### config.mk
export PLATFORM = sky130hd
export DESIGN_NAME = bom_utf16_to_utf8_encoder_unit
export DESIGN_NICKNAME = d
export VERILOG_FILES = /design/src/rtl/u16u8_pkg.sv /design/src/rtl/u16u8_front.sv /design/src/rtl/u16u8_queue.sv /design/src/rtl/u16u8_back.sv /design/src/rtl/bom_utf16_to_utf8_encoder_unit.sv
export SDC_FILE = /design/constraint.sdc
export NUM_CORES = 1
export LEC_CHECK = 0
export BUFFER_PORTS_ARGS = -buffer_cell sky130_fd_sc_hd__buf_2
export CAP_MARGIN = 20
export CORE_MARGIN = 5
export CORE_UTILIZATION = 60
export DETAILED_ROUTE_END_ITERATION = 12
export GPL_ROUTABILITY_DRIVEN = 0
export PLACE_DENSITY_LB_ADDON = 0.05
export SYNTH_ARGS = -nofsm -noshare
export SYNTH_HDL_FRONTEND = slang
export SYNTH_SLANG_ARGS = --single-unit
### constraint.sdc
create_clock -name aclk -period 5.6 [get_ports aclk]
set_clock_uncertainty 0.05 [all_clocks]
set_input_delay 0.84 -clock aclk [delete_from_list [all_inputs] [get_ports aclk]]
set_output_delay 0.84 -clock aclk [all_outputs]
set_load 0.005 [all_outputs]
### src/rtl/u16u8_pkg.sv
`default_nettype none
// ----------------------------------------------------------------------------
// u16u8_pkg
// Types and constants shared by the UTF-16 (with BOM) to UTF-8 encoder.
// ----------------------------------------------------------------------------
package u16u8_pkg;

    localparam int unsigned QUEUE_DEPTH_DEFAULT = 4;

    localparam logic [15:0] BOM_LE       = 16'hFEFF;
    localparam logic [15:0] BOM_BE       = 16'hFFFE;
    localparam logic [15:0] LIMIT_1B     = 16'h007F;
    localparam logic [15:0] LIMIT_2B     = 16'h07FF;
    localparam logic [15:0] SWAP_HI_MASK = 16'hFF00;
    localparam logic [7:0]  LEAD_2B      = 8'hC0;
    localparam logic [7:0]  LEAD_3B      = 8'hE0;
    localparam logic [7:0]  CONT_MARK    = 8'h80;
    localparam logic [7:0]  CONT_MASK    = 8'h3F;
    localparam logic [7:0]  TERM_BYTE    = 8'h00;

    typedef struct packed {
        logic [15:0] code_unit;
        logic        last_unit;
    } in_item_t;

    typedef struct packed {
        logic [7:0] out_byte;
        logic       last_byte;
        logic       status;
    } out_item_t;

    // One unit's worth of output bytes, as queued between front and back.
    typedef struct packed {
        logic [3:0][7:0] bytes;
        logic [1:0]      last_idx;  // index of final byte in this word
        logic            term;      // final byte ends the string
        logic            status;    // missing byte-order mark
    } job_t;

    typedef struct packed {
        logic full;
        logic empty;
    } q_status_t;

endpackage : u16u8_pkg
`default_nettype wire

### src/rtl/u16u8_front.sv
`default_nettype none
// ----------------------------------------------------------------------------
// u16u8_front
// Tracks byte order per string and turns each code unit into a byte job.
// ----------------------------------------------------------------------------
module u16u8_front
    import u16u8_pkg::*;
(
    input  wire logic      aclk,
    input  wire logic      aresetn,
    input  wire logic      s_valid,
    output logic           s_ready,
    input  wire in_item_t  s_data,
    input  wire q_status_t q_stat,
    output logic           q_push,
    output job_t           q_job
);

    typedef enum logic [1:0] {
        MODE_WAIT,
        MODE_LE,
        MODE_BE,
        MODE_DROP
    } mode_t;

    mode_t       mode_reg, mode_next;
    logic        accept;
    logic        emit;
    logic [15:0] u;
    job_t        job;

    assign s_ready = !q_stat.full;
    assign accept  = s_valid && s_ready;

    always_comb begin
        u         = s_data.code_unit;
        mode_next = mode_reg;
        emit      = 1'b0;
        job       = '0;
        case (mode_reg)
            MODE_WAIT: begin
                if (u == BOM_LE || u == BOM_BE) begin
                    mode_next = (u == BOM_LE) ? MODE_LE : MODE_BE;
                    if (s_data.last_unit) begin
                        emit          = 1'b1;
                        job.bytes[0]  = TERM_BYTE;
                        job.term      = 1'b1;
                        mode_next     = MODE_WAIT;
                    end
                end else begin
                    emit         = 1'b1;
                    job.bytes[0] = TERM_BYTE;
                    job.term     = 1'b1;
                    job.status   = 1'b1;
                    mode_next    = s_data.last_unit ? MODE_WAIT : MODE_DROP;
                end
            end
            MODE_LE, MODE_BE: begin
                emit = 1'b1;
                if (mode_reg == MODE_BE) begin
                    u = ((s_data.code_unit << 8) & SWAP_HI_MASK) | (s_data.code_unit >> 8);
                end
                if (u <= LIMIT_1B) begin
                    job.bytes[0] = u[7:0];
                    job.last_idx = 2'd0;
                end else if (u <= LIMIT_2B) begin
                    job.bytes[0] = LEAD_2B | {3'b000, u[10:6]};
                    job.bytes[1] = CONT_MARK | ({2'b00, u[5:0]} & CONT_MASK);
                    job.last_idx = 2'd1;
                end else begin
                    job.bytes[0] = LEAD_3B | {4'b0000, u[15:12]};
                    job.bytes[1] = CONT_MARK | ({2'b00, u[11:6]} & CONT_MASK);
                    job.bytes[2] = CONT_MARK | ({2'b00, u[5:0]} & CONT_MASK);
                    job.last_idx = 2'd2;
                end
                if (s_data.last_unit) begin
                    // terminator goes right after the unit's bytes
                    job.bytes[job.last_idx + 2'd1] = TERM_BYTE;
                    job.last_idx                   = job.last_idx + 2'd1;
                    job.term                       = 1'b1;
                    mode_next                      = MODE_WAIT;
                end
            end
            MODE_DROP: begin
                if (s_data.last_unit) begin
                    mode_next = MODE_WAIT;
                end
            end
            default: begin
                mode_next = MODE_WAIT;
            end
        endcase
    end

    assign q_push = accept && emit;
    assign q_job  = job;

    always_ff @(posedge aclk) begin
        if (!aresetn) begin
            mode_reg <= MODE_WAIT;
        end else if (accept) begin
            mode_reg <= mode_next;
        end
    end

endmodule : u16u8_front
`default_nettype wire

### src/rtl/u16u8_queue.sv
`default_nettype none
// ----------------------------------------------------------------------------
// u16u8_queue
// Small FIFO of byte jobs between the classifier and the byte serializer.
// ----------------------------------------------------------------------------
module u16u8_queue
    import u16u8_pkg::*;
#(
    parameter int unsigned DEPTH = QUEUE_DEPTH_DEFAULT
) (
    input  wire logic aclk,
    input  wire logic aresetn,
    input  wire logic push,
    input  wire job_t push_job,
    input  wire logic pop,
    output job_t      head_job,
    output q_status_t stat
);

    localparam int unsigned PTR_W = $clog2(DEPTH);
    localparam int unsigned CNT_W = $clog2(DEPTH + 1);

    job_t             mem [DEPTH];
    logic [PTR_W-1:0] wr_ptr_reg, rd_ptr_reg;
    logic [CNT_W-1:0] count_reg;

    assign stat.full  = (count_reg == CNT_W'(DEPTH));
    assign stat.empty = (count_reg == '0);
    assign head_job   = mem[rd_ptr_reg];

    always_ff @(posedge aclk) begin
        if (push) begin
            mem[wr_ptr_reg] <= push_job;
        end
    end

    always_ff @(posedge aclk) begin
        if (!aresetn) begin
            wr_ptr_reg <= '0;
            rd_ptr_reg <= '0;
            count_reg  <= '0;
        end else begin
            if (push) begin
                wr_ptr_reg <= (wr_ptr_reg == PTR_W'(DEPTH - 1)) ? '0 : wr_ptr_reg + 1'b1;
            end
            if (pop) begin
                rd_ptr_reg <= (rd_ptr_reg == PTR_W'(DEPTH - 1)) ? '0 : rd_ptr_reg + 1'b1;
            end
            if (push && !pop) begin
                count_reg <= count_reg + 1'b1;
            end else if (pop && !push) begin
                count_reg <= count_reg - 1'b1;
            end
        end
    end

endmodule : u16u8_queue
`default_nettype wire

### src/rtl/u16u8_back.sv
`default_nettype none
// ----------------------------------------------------------------------------
// u16u8_back
// Serializes the head job one byte per cycle into output reg unless stalled.
// ----------------------------------------------------------------------------
module u16u8_back
    import u16u8_pkg::*;
(
    input  wire logic      aclk,
    input  wire logic      aresetn,
    input  wire job_t      head_job,
    input  wire q_status_t q_stat,
    output logic           q_pop,
    output logic           m_valid,
    input  wire logic      m_ready,
    output out_item_t      m_data
);

    logic       m_valid_reg;
    out_item_t  m_data_reg, m_data_next;
    logic [1:0] idx_reg;
    logic       load;
    logic       at_end;

    // output slot frees when empty or when its word is taken this cycle
    assign load   = !q_stat.empty && (!m_valid_reg || m_ready);
    assign at_end = (idx_reg == head_job.last_idx);
    assign q_pop  = load && at_end;

    always_comb begin
        m_data_next.out_byte  = head_job.bytes[idx_reg];
        m_data_next.last_byte = head_job.term && at_end;
        m_data_next.status    = head_job.status;
    end

    always_ff @(posedge aclk) begin
        if (!aresetn) begin
            m_valid_reg <= 1'b0;
            idx_reg     <= '0;
        end else begin
            if (load) begin
                m_valid_reg <= 1'b1;
                idx_reg     <= at_end ? 2'd0 : idx_reg + 2'd1;
            end else if (m_ready) begin
                m_valid_reg <= 1'b0;
            end
        end
    end

    always_ff @(posedge aclk) begin
        if (load) begin
            m_data_reg <= m_data_next;
        end
    end

    assign m_valid = m_valid_reg;
    assign m_data  = m_data_reg;

endmodule : u16u8_back
`default_nettype wire

### src/rtl/bom_utf16_to_utf8_encoder_unit.sv
`default_nettype none
// ----------------------------------------------------------------------------
// bom_utf16_to_utf8_encoder_unit
// UTF-16 string with leading byte-order mark in, UTF-8 bytes plus terminator out.
// ----------------------------------------------------------------------------
//  channel | dir | word        | fields
//  s_      | in  | in_item_t   | code_unit[15:0], last_unit
//  m_      | out | out_item_t  | out_byte[7:0], last_byte, status
//
//  A unit is taken whenever the job queue has room; it leaves as 0 to 4
//  bytes (its UTF-8 form, plus one for a terminator), one per cycle while
//  the output is not stalled, from the byte serializer. Each byte is
//  held in the job queue, then in the output register. Reset clears byte order,
//  queue and output valid. Either side may stall; the queue absorbs the rest.
// ----------------------------------------------------------------------------
module bom_utf16_to_utf8_encoder_unit
    import u16u8_pkg::*;
#(
    parameter int unsigned QUEUE_DEPTH = QUEUE_DEPTH_DEFAULT
) (
    input  wire logic     aclk,
    input  wire logic     aresetn,
    input  wire logic     s_valid,
    output logic          s_ready,
    input  wire in_item_t s_data,
    output logic          m_valid,
    input  wire logic     m_ready,
    output out_item_t     m_data
);

    q_status_t q_stat;
    logic      q_push, q_pop;
    job_t      q_job, head_job;

    u16u8_front u_front (
        .aclk    (aclk),
        .aresetn (aresetn),
        .s_valid (s_valid),
        .s_ready (s_ready),
        .s_data  (s_data),
        .q_stat  (q_stat),
        .q_push  (q_push),
        .q_job   (q_job)
    );

    u16u8_queue #(
        .DEPTH (QUEUE_DEPTH)
    ) u_queue (
        .aclk     (aclk),
        .aresetn  (aresetn),
        .push     (q_push),
        .push_job (q_job),
        .pop      (q_pop),
        .head_job (head_job),
        .stat     (q_stat)
    );

    u16u8_back u_back (
        .aclk     (aclk),
        .aresetn  (aresetn),
        .head_job (head_job),
        .q_stat   (q_stat),
        .q_pop    (q_pop),
        .m_valid  (m_valid),
        .m_ready  (m_ready),
        .m_data   (m_data)
    );

    a_no_push_full: assert property (@(posedge aclk) disable iff (!aresetn)
        !(q_push && q_stat.full))
        else $error("job pushed into full queue");

    a_no_pop_empty: assert property (@(posedge aclk) disable iff (!aresetn)
        q_pop |-> !q_stat.empty)
        else $error("job popped from empty queue");

    a_error_is_last: assert property (@(posedge aclk) disable iff (!aresetn)
        (m_valid && m_data.status) |-> (m_data.last_byte && m_data.out_byte == TERM_BYTE))
        else $error("error word not a final zero byte");

    a_reset_idle: assert property (@(posedge aclk)
        !aresetn |=> !m_valid)
        else $error("output valid right after reset");

endmodule : bom_utf16_to_utf8_encoder_unit
`default_nettype wire
==> flow_summary.json, run 1 <==
{
  "status": "complete, no violations",
  "grt-ovfl-total": 0,
  "area_delta_synth_final_pct": 15.76,
  "routed_wl_um": 10760,
  "grt_max_degree": 29,
  "drive_gt1_share_pct": 23.72,
  "fin_cells": 538,
  "antenna_found_initial": 0,
  "holdBufCountCts": 0,
  "worst_pin_slew_ns": 0.9712,
  "largest_reg_flops": 104,
  "worstPathBufferInverterCount": 1,
  "ir_drop_mv": 0.2478,
  "clkTransAtPathRegs_ns": 0.06,
  "htreeDepth": 4,
  "min_path_type": "reg -> reg",
  "synth_fp_nets": 392,
  "total_power_mw": 3.341,
  "core-area_um2": 9240,
  "cts_root_buffer": "clkbuf_8",
  "power_density_nw_per_um2": 509.7,
  "dr.pass1.iters": 5,
  "antenna_cells": 0,
  "final_common_cell": "edfxtp_1",
  "start_util_pct": 61.27,
  "cp_top_family": "flip-flops",
  "wl_per_cell_um": 20.00,
  "grt_pass1_wl_um": 17330,
  "slowest_delay_ns": 0.97,
  "final_cell_mix": "edfxtp_1, buf_2, mux2i_1",
  "fmax_mhz": 293.8,
  "slew_viol_final": 0,
  "crit_type": "reg -> reg",
  "drc": 0,
  "start_kind": "register",
  "leakage_nw": 2.284,
  "syn_area_um2": 5662,
  "drt_iter0_markers": 181,
  "syn_avg_cell_area_um2": 15.81,
  "io_pins": 33,
  "cap_violations": 0,
  "final.setup.tns_ns": 0,
  "clk_latency_ns": 0.52,
  "dieArea_um2": 11480,
  "clockBufferDepth": 2,
  "ys.flop_type": "edfxtp_1",
  "synth_seq_cells": 128,
  "ctsResizeCount": 0,
  "synth_edf_count": 114,
  "critPathRequiredTime_ns": 5.99,
  "timing.hold.ws_ns": 0.4495,
  "clock-sinks": 128,
  "cts_buffers": 17,
  "final_nets": 430,
  "vias": 3146,
  "crit_slowest_cell": "dfxtp_2",
  "finalSetupViolCount": 0,
  "hold_viol_final": 0,
  "track_usage_pct": 20.78,
  "num_rows": 35,
  "synthCells": 358,
  "slew-limit-headroom_pct": 35.25,
  "cts_setup_buffers": 0,
  "place_inst": 506,
  "port_buffers": 32,
  "rsz0062_at_grt": "false",
  "synth-warning-count": 0,
  "die_x_um": 107.1,
  "cts_tree": "built",
  "fin_crit_ns": 3.403,
  "grt_pass1_vias": 3166,
  "ys_async_sr_fraction_pct": 0,
  "place_hpwl_um": 6562,
  "crit_path_end_kind": "register",
  "min_period_over_period_pct": 60.77,
  "cp_max_fo": 28,
  "yosysSeqAreaShare_pct": 65.41,
  "cp.arrival_ns": 3.79,
  "yosysUniqueCellTypes": 48,
  "fp.dieH_um": 107.1,
  "ant_nets": 0,
  "crit_path_cell_trace": "mux4_2 > xnor2_2 > nand3_2 > ha_1 > inv_1 > fa_1 > xor2_1 > or3_1 > a21boi_0",
  "viasPerCell": 5.848
}
-- synthesized netlist by cell type (2+ instances only) --
| library cell | instances | area [um2] |
|---|---|---|
| dfxtp_1 | 14 | 280.3 |
| edfxtp_1 | 114 | 3423 |
| and3_1 | 3 | 18.77 |
| nand3_1 | 5 | 25.02 |
| mux4_1 | 4 | 105.1 |
| ha_1 | 12 | 150.1 |
| buf_4 | 3 | 22.52 |
| clkbuf_1 | 6 | 22.52 |
| xnor2_1 | 2 | 17.52 |
| a21boi_0 | 4 | 30.03 |
| nand4_1 | 4 | 25.02 |
| nor2b_1 | 5 | 31.28 |
| o2bb2ai_1 | 7 | 61.31 |
| xor2_1 | 2 | 17.52 |
| mux2i_1 | 23 | 230.2 |
| buf_2 | 3 | 15.01 |
| nand2_1 | 21 | 78.83 |
| nor3b_1 | 3 | 22.52 |
| a21boi_1 | 6 | 45.04 |
| a31oi_1 | 6 | 37.54 |
| xnor2_2 | 2 | 32.53 |
| o2111ai_1 | 2 | 17.52 |
| nor2_1 | 22 | 82.58 |
| o21ai_0 | 12 | 60.06 |
| buf_6 | 3 | 33.78 |
| inv_1 | 17 | 63.81 |
| o21ai_1 | 4 | 20.02 |
| mux4_2 | 21 | 473.0 |
| and2_1 | 8 | 50.05 |
| nor3_1 | 2 | 10.01 |
-- final cells by class --
type | instances | area, um2
Clock buffer | 19 | 431.7
Clock inverter | 13 | 210.2
Fill cell | 614 | 2686
Inverter | 17 | 63.81
Multi-Input combinational cell | 197 | 1799
Sequential cell | 128 | 3705
Tap cell | 129 | 161.4
Timing Repair Buffer | 35 | 182.7
-- power by group --
group          switching (mW)  internal, mW  total (mW)
logic                   0.391         0.353       0.744
clock network           0.397         0.781        1.18
registers               0.136          1.28        1.42
total                   0.924          2.42        3.34
-- path summary, 6_finish.rpt --
check | start | end | slack (ns) | cells after the start
hold / removal | u_back.m_valid | u_back.m_valid | 0.45 | 2
hold reg to reg | u_back.m_valid | u_back.m_valid | 0.45 | 2
setup reg to reg | register | u_queue.count_reg[2] | 2.20 | 9
setup / recovery | register | u_queue.count_reg[2] | 2.20 | 9
-- metal layers --
layer  vias up  routed length [um]  global-route usage [%]
met1      1569                4990                   29.74
met2        95                5025                   31.19
met3         8                 645                   6.502
li1       1474                   -                       -
met4         0                  99                   5.479
met5         -                   0                       0
-- cells by family after synthesis --
logic type	share of synthesized area (%)
flip-flops	65.41
AO/OA/AOI/OAI	6.100
AND/OR/NAND/NOR	6.962
multiplexers	14.48
buffers and inverters	2.851
adder cells (fa/ha/maj)	3.005
XOR/XNOR	1.193
-- through the flow --
| step | setup slack [ns] | area, um2 | util (%) |
|---|---|---|---|
| global placement | 2.290 | 5912 | 63.98 |
| floorplan | 2.661 | 5662 | - |
| finish | 2.197 | 6554 | 70.93 |
| CTS | 2.133 | 6554 | 70.93 |
| detailed placement | 2.202 | 5912 | 63.98 |
| global route | 1.942 | 6554 | 70.93 |
-- worst reg2reg max path, cell delays in order, from the launching register on --
cell and delay (ns):
dfxtp_2 0.97, mux4_2 0.67, xnor2_2 0.18, nand3_2 0.16, ha_1 0.20, inv_1 0.06, fa_1 0.37, xor2_1 0.17
or3_1 0.30, a21boi_0 0.20
No activity file was read; power rests on OpenSTA's default activity.
==> run 2: changes to the inputs <==
--- a/config.mk
+++ b/config.mk
@@ -5,6 +5,7 @@
 export SDC_FILE = /design/constraint.sdc
 export NUM_CORES = 1
 export LEC_CHECK = 0
+export ABC_AREA = 1
 export BUFFER_PORTS_ARGS = -buffer_cell sky130_fd_sc_hd__buf_2
 export CAP_MARGIN = 20
 export CORE_MARGIN = 5
==> constraint.sdc (replaced) <==
create_clock -name aclk -period 3.29 [get_ports aclk]
set_clock_uncertainty 0.05 [all_clocks]
set_input_delay 0.4935 -clock aclk [delete_from_list [all_inputs] [get_ports aclk]]
set_output_delay 0.4935 -clock aclk [all_outputs]
set_load 0.005 [all_outputs]
==> run 2 against run 1 <==
Combinational power rose by 110%. Cell count up 37%. Total power increased by 67%. Register-to-register slack worse by 1.9 ns. Design area grew 2.1%.
==> flow_summary.json, run 2 <==
{
  "r2r-start": "u_front.mode_reg[0]",
  "ir_drop_mv": 0.4183,
  "grt-ovfl-total": 0,
  "htreeDepth": 4,
  "synth-warning-count": 0,
  "p_seq_share_pct": 40.9,
  "p_int_mw": 3.739,
  "io_pins": 33,
  "cp_max_fo": 16,
  "ctsResizeCount": 0,
  "whs_path_depth": 3,
  "fp.dieH_um": 108.6,
  "post-route-util_pct": 69.44,
  "clockBufferDepth": 2,
  "fin_crit_ns": 2.978,
  "synth_top_cell_area_share_pct": 58.66,
  "track_usage_pct": 23.16,
  "slew_viol_final": 0,
  "viasPerCell": 5.519,
  "grt_pass1_vias": 3916,
  "synthCells": 553,
  "min_period_over_period_pct": 90.50,
  "critPathRequiredTime_ns": 3.51,
  "worstHoldStart": "aresetn",
  "crit_type": "reg -> reg",
  "worstPathBufferInverterCount": 1,
  "seqCellArea_um2": 3704,
  "r2r_cells": 11,
  "fin_cells": 738,
  "place_hpwl_um": 7975,
  "rsz0062_at_grt": "false",
  "synthTopCellsByArea": "edfxtp_1, nand2_1, nor2_1",
  "rrSetupSlack_ns": 0.31,
  "drive_gt1_share_pct": 16.03,
  "cts_root_buffer": "clkbuf_8",
  "pwr-share-comb_pct": 28.1,
  "layout_setup_ws_ns": 0.3124,
  "min_path_type": "in -> reg",
  "pwr-share-clk_pct": 31.0,
  "area_delta_synth_final_pct": 14.71,
  "ys.flop_type": "edfxtp_1",
  "synth_edf_count": 114,
  "hold_viol_final": 0,
  "yosysTopAreaCell": "edfxtp_1",
  "grt_pass1_wl_um": 20360,
  "vias": 4073,
  "routed_wl_um": 12530,
  "status": "complete, no violations",
  "drt_iter0_markers": 272,
  "wl_per_cell_um": 16.98,
  "ys_async_sr_fraction_pct": 0,
  "syn_area_um2": 5836,
  "final.setup.tns_ns": 0,
  "fmax_mhz": 335.8,
  "leakage_nw": 2.546,
  "crit_path_cell_trace": "inv_1 > ha_1 > o21ai_1 > nor2_2 > nand2_1 > nor2_4 > nand2_4 > ha_1 > nand2_1 > nand2_1 > nor3_1",
  "syn_avg_cell_area_um2": 10.55,
  "finalSetupViolCount": 0,
  "port_buffers": 32,
  "drc": 0,
  "worst_path_most_repeated_cell": "nand2_1",
  "num_rows": 36,
  "cp_top_family": "simple AND/OR/NAND/NOR gates",
  "multi_input_area_um2": 1867,
  "dr.pass1.iters": 5,
  "clk_latency_ns": 0.51,
  "antenna_found_initial": 0,
  "slowest_delay_ns": 0.55,
  "grt_max_degree": 49,
  "synth_seq_cells": 128,
  "clkTransAtPathRegs_ns": 0.06,
  "holdBufCountCts": 0,
  "die_x_um": 108.6,
  "yosysMostFrequentCell": "edfxtp_1",
  "hold_path_end": "u_queue.wr_ptr_reg[1]",
  "fillers": 744,
  "ant_nets": 0,
  "net-switching-power_mw": 1.847,
  "final_nets": 627,
  "yosysSeqAreaShare_pct": 63.46,
  "cts_buffers": 17,
  "cap_violations": 0,
  "yosysUniqueCellTypes": 35,
  "pre_cts_ws_ns": 0.4008,
  "largest_reg_flops": 104,
  "cts_tree": "built",
  "cp.arrival_ns": 3.20,
  "start_kind": "register",
  "final_common_cell": "edfxtp_1",
  "crit_slowest_cell": "ha_1",
  "clock-sinks": 128,
  "cts_setup_buffers": 0,
  "crit_path_end_kind": "register",
  "place_inst": 707,
  "power_density_nw_per_um2": 834.5,
  "slew-limit-headroom_pct": 46.72,
  "r2r_end": "u_queue.mem[2][14]",
  "worst_pin_slew_ns": 0.7963,
  "antenna_cells": 0,
  "synth_common_cells": "edfxtp_1, nand2_1, nor2_1",
  "dieArea_um2": 11800,
  "start_util_pct": 60.54,
  "synth_fp_nets": 587,
  "p_sw_share_pct": 33.06,
  "core-area_um2": 9639,
  "final_cell_mix": "edfxtp_1, nand2_1, nor2_1"
}
## run 2: cell types whose count changed after synthesis, sizes merged, moves of 8 or more
cell / change
mux4: -25
a21boi: -10
nor3: +8
o22ai: +24
nor2: +70
inv: +29
nand3: +12
nand2: +78
a21oi: +21
o21ai: +49
and2: -8
mux2i: -23
## run 2: worst min-delay path, cell delays in order
cell     delay [ns]
buf_2          0.16
nand2_1        0.08
nor2_1         0.03
## run 2: how the worst max path moves through the flow
| stage | startpoint | end | slack, ns | cells past startpoint |
|---|---|---|---|---|
| after floorplan | u_front.mode_reg[1] | u_queue.mem[3][0] | 0.65 | 6 |
| after global placement | u_front.mode_reg[0] | u_queue.mem[2][14] | 0.61 | 11 |
| after detailed placement | u_front.mode_reg[0] | u_queue.mem[3][14] | 0.40 | 11 |
| after CTS | u_front.mode_reg[0] | u_queue.mem[2][14] | 0.37 | 11 |
| after global routing | u_front.mode_reg[0] | u_queue.mem[2][14] | 0.06 | 11 |
| final | u_front.mode_reg[0] | u_queue.mem[2][14] | 0.31 | 11 |
## run 2: logic make-up (layout without fill, tap and decap cells)
family / Yosys count / after routing / synth area share, %
compound gates: 117 / 117 / 11.41
simple gates: 226 / 226 / 17.05
xor+xnor: 3 / 3 / 0.4503
buf+inv: 66 / 118 / 4.717
flops: 128 / 128 / 63.46
fa+ha+maj: 13 / 13 / 2.916
## run 2: per-stage QoR
| stage | cell area [um2] | total power [mW] | hold WS (ns) |
|---|---|---|---|
| after floorplan | 5836 | 3.386 | 0.4069 |
| after global placement | 6137 | 3.824 | 0.4291 |
| after detailed placement | 6137 | 3.878 | 0.4320 |
| after CTS | 6694 | 5.605 | 0.2216 |
| after global routing | 6694 | 5.933 | 0.2276 |
| final | 6694 | 5.586 | 0.2383 |
## run 2: routing by layer
metal | routed length (um) | vias up | part of all wire (%) | GRT usage [%]
met5 | 0 | - | 0 | 0
met4 | 74 | 0 | 0.59 | 6.132
met3 | 916 | 7 | 7.3 | 6.513
met2 | 5861 | 162 | 47 | 35.26
met1 | 5675 | 1906 | 45 | 33.11
li1 | - | 1998 | - | -
## run 2: area by class of cell
type                    count  area share (%)
well taps                 133           2.486
clock buffers              17           6.187
repair buffers             41           3.402
multi-input cells         359           27.89
inverters                  46           2.579
flip-flops and latches    128           55.33
clock inverters            14           2.131
## run 2: power by group through the flow
stage               clock, mW  combinational [mW]  sequential, mW
global route             1.84                1.78            2.31
detailed placement          0                1.56            2.32
finish                   1.73                1.57            2.29
floorplan                   0                1.07            2.31
CTS                      1.75                1.57            2.29
global placement            0                1.51            2.31
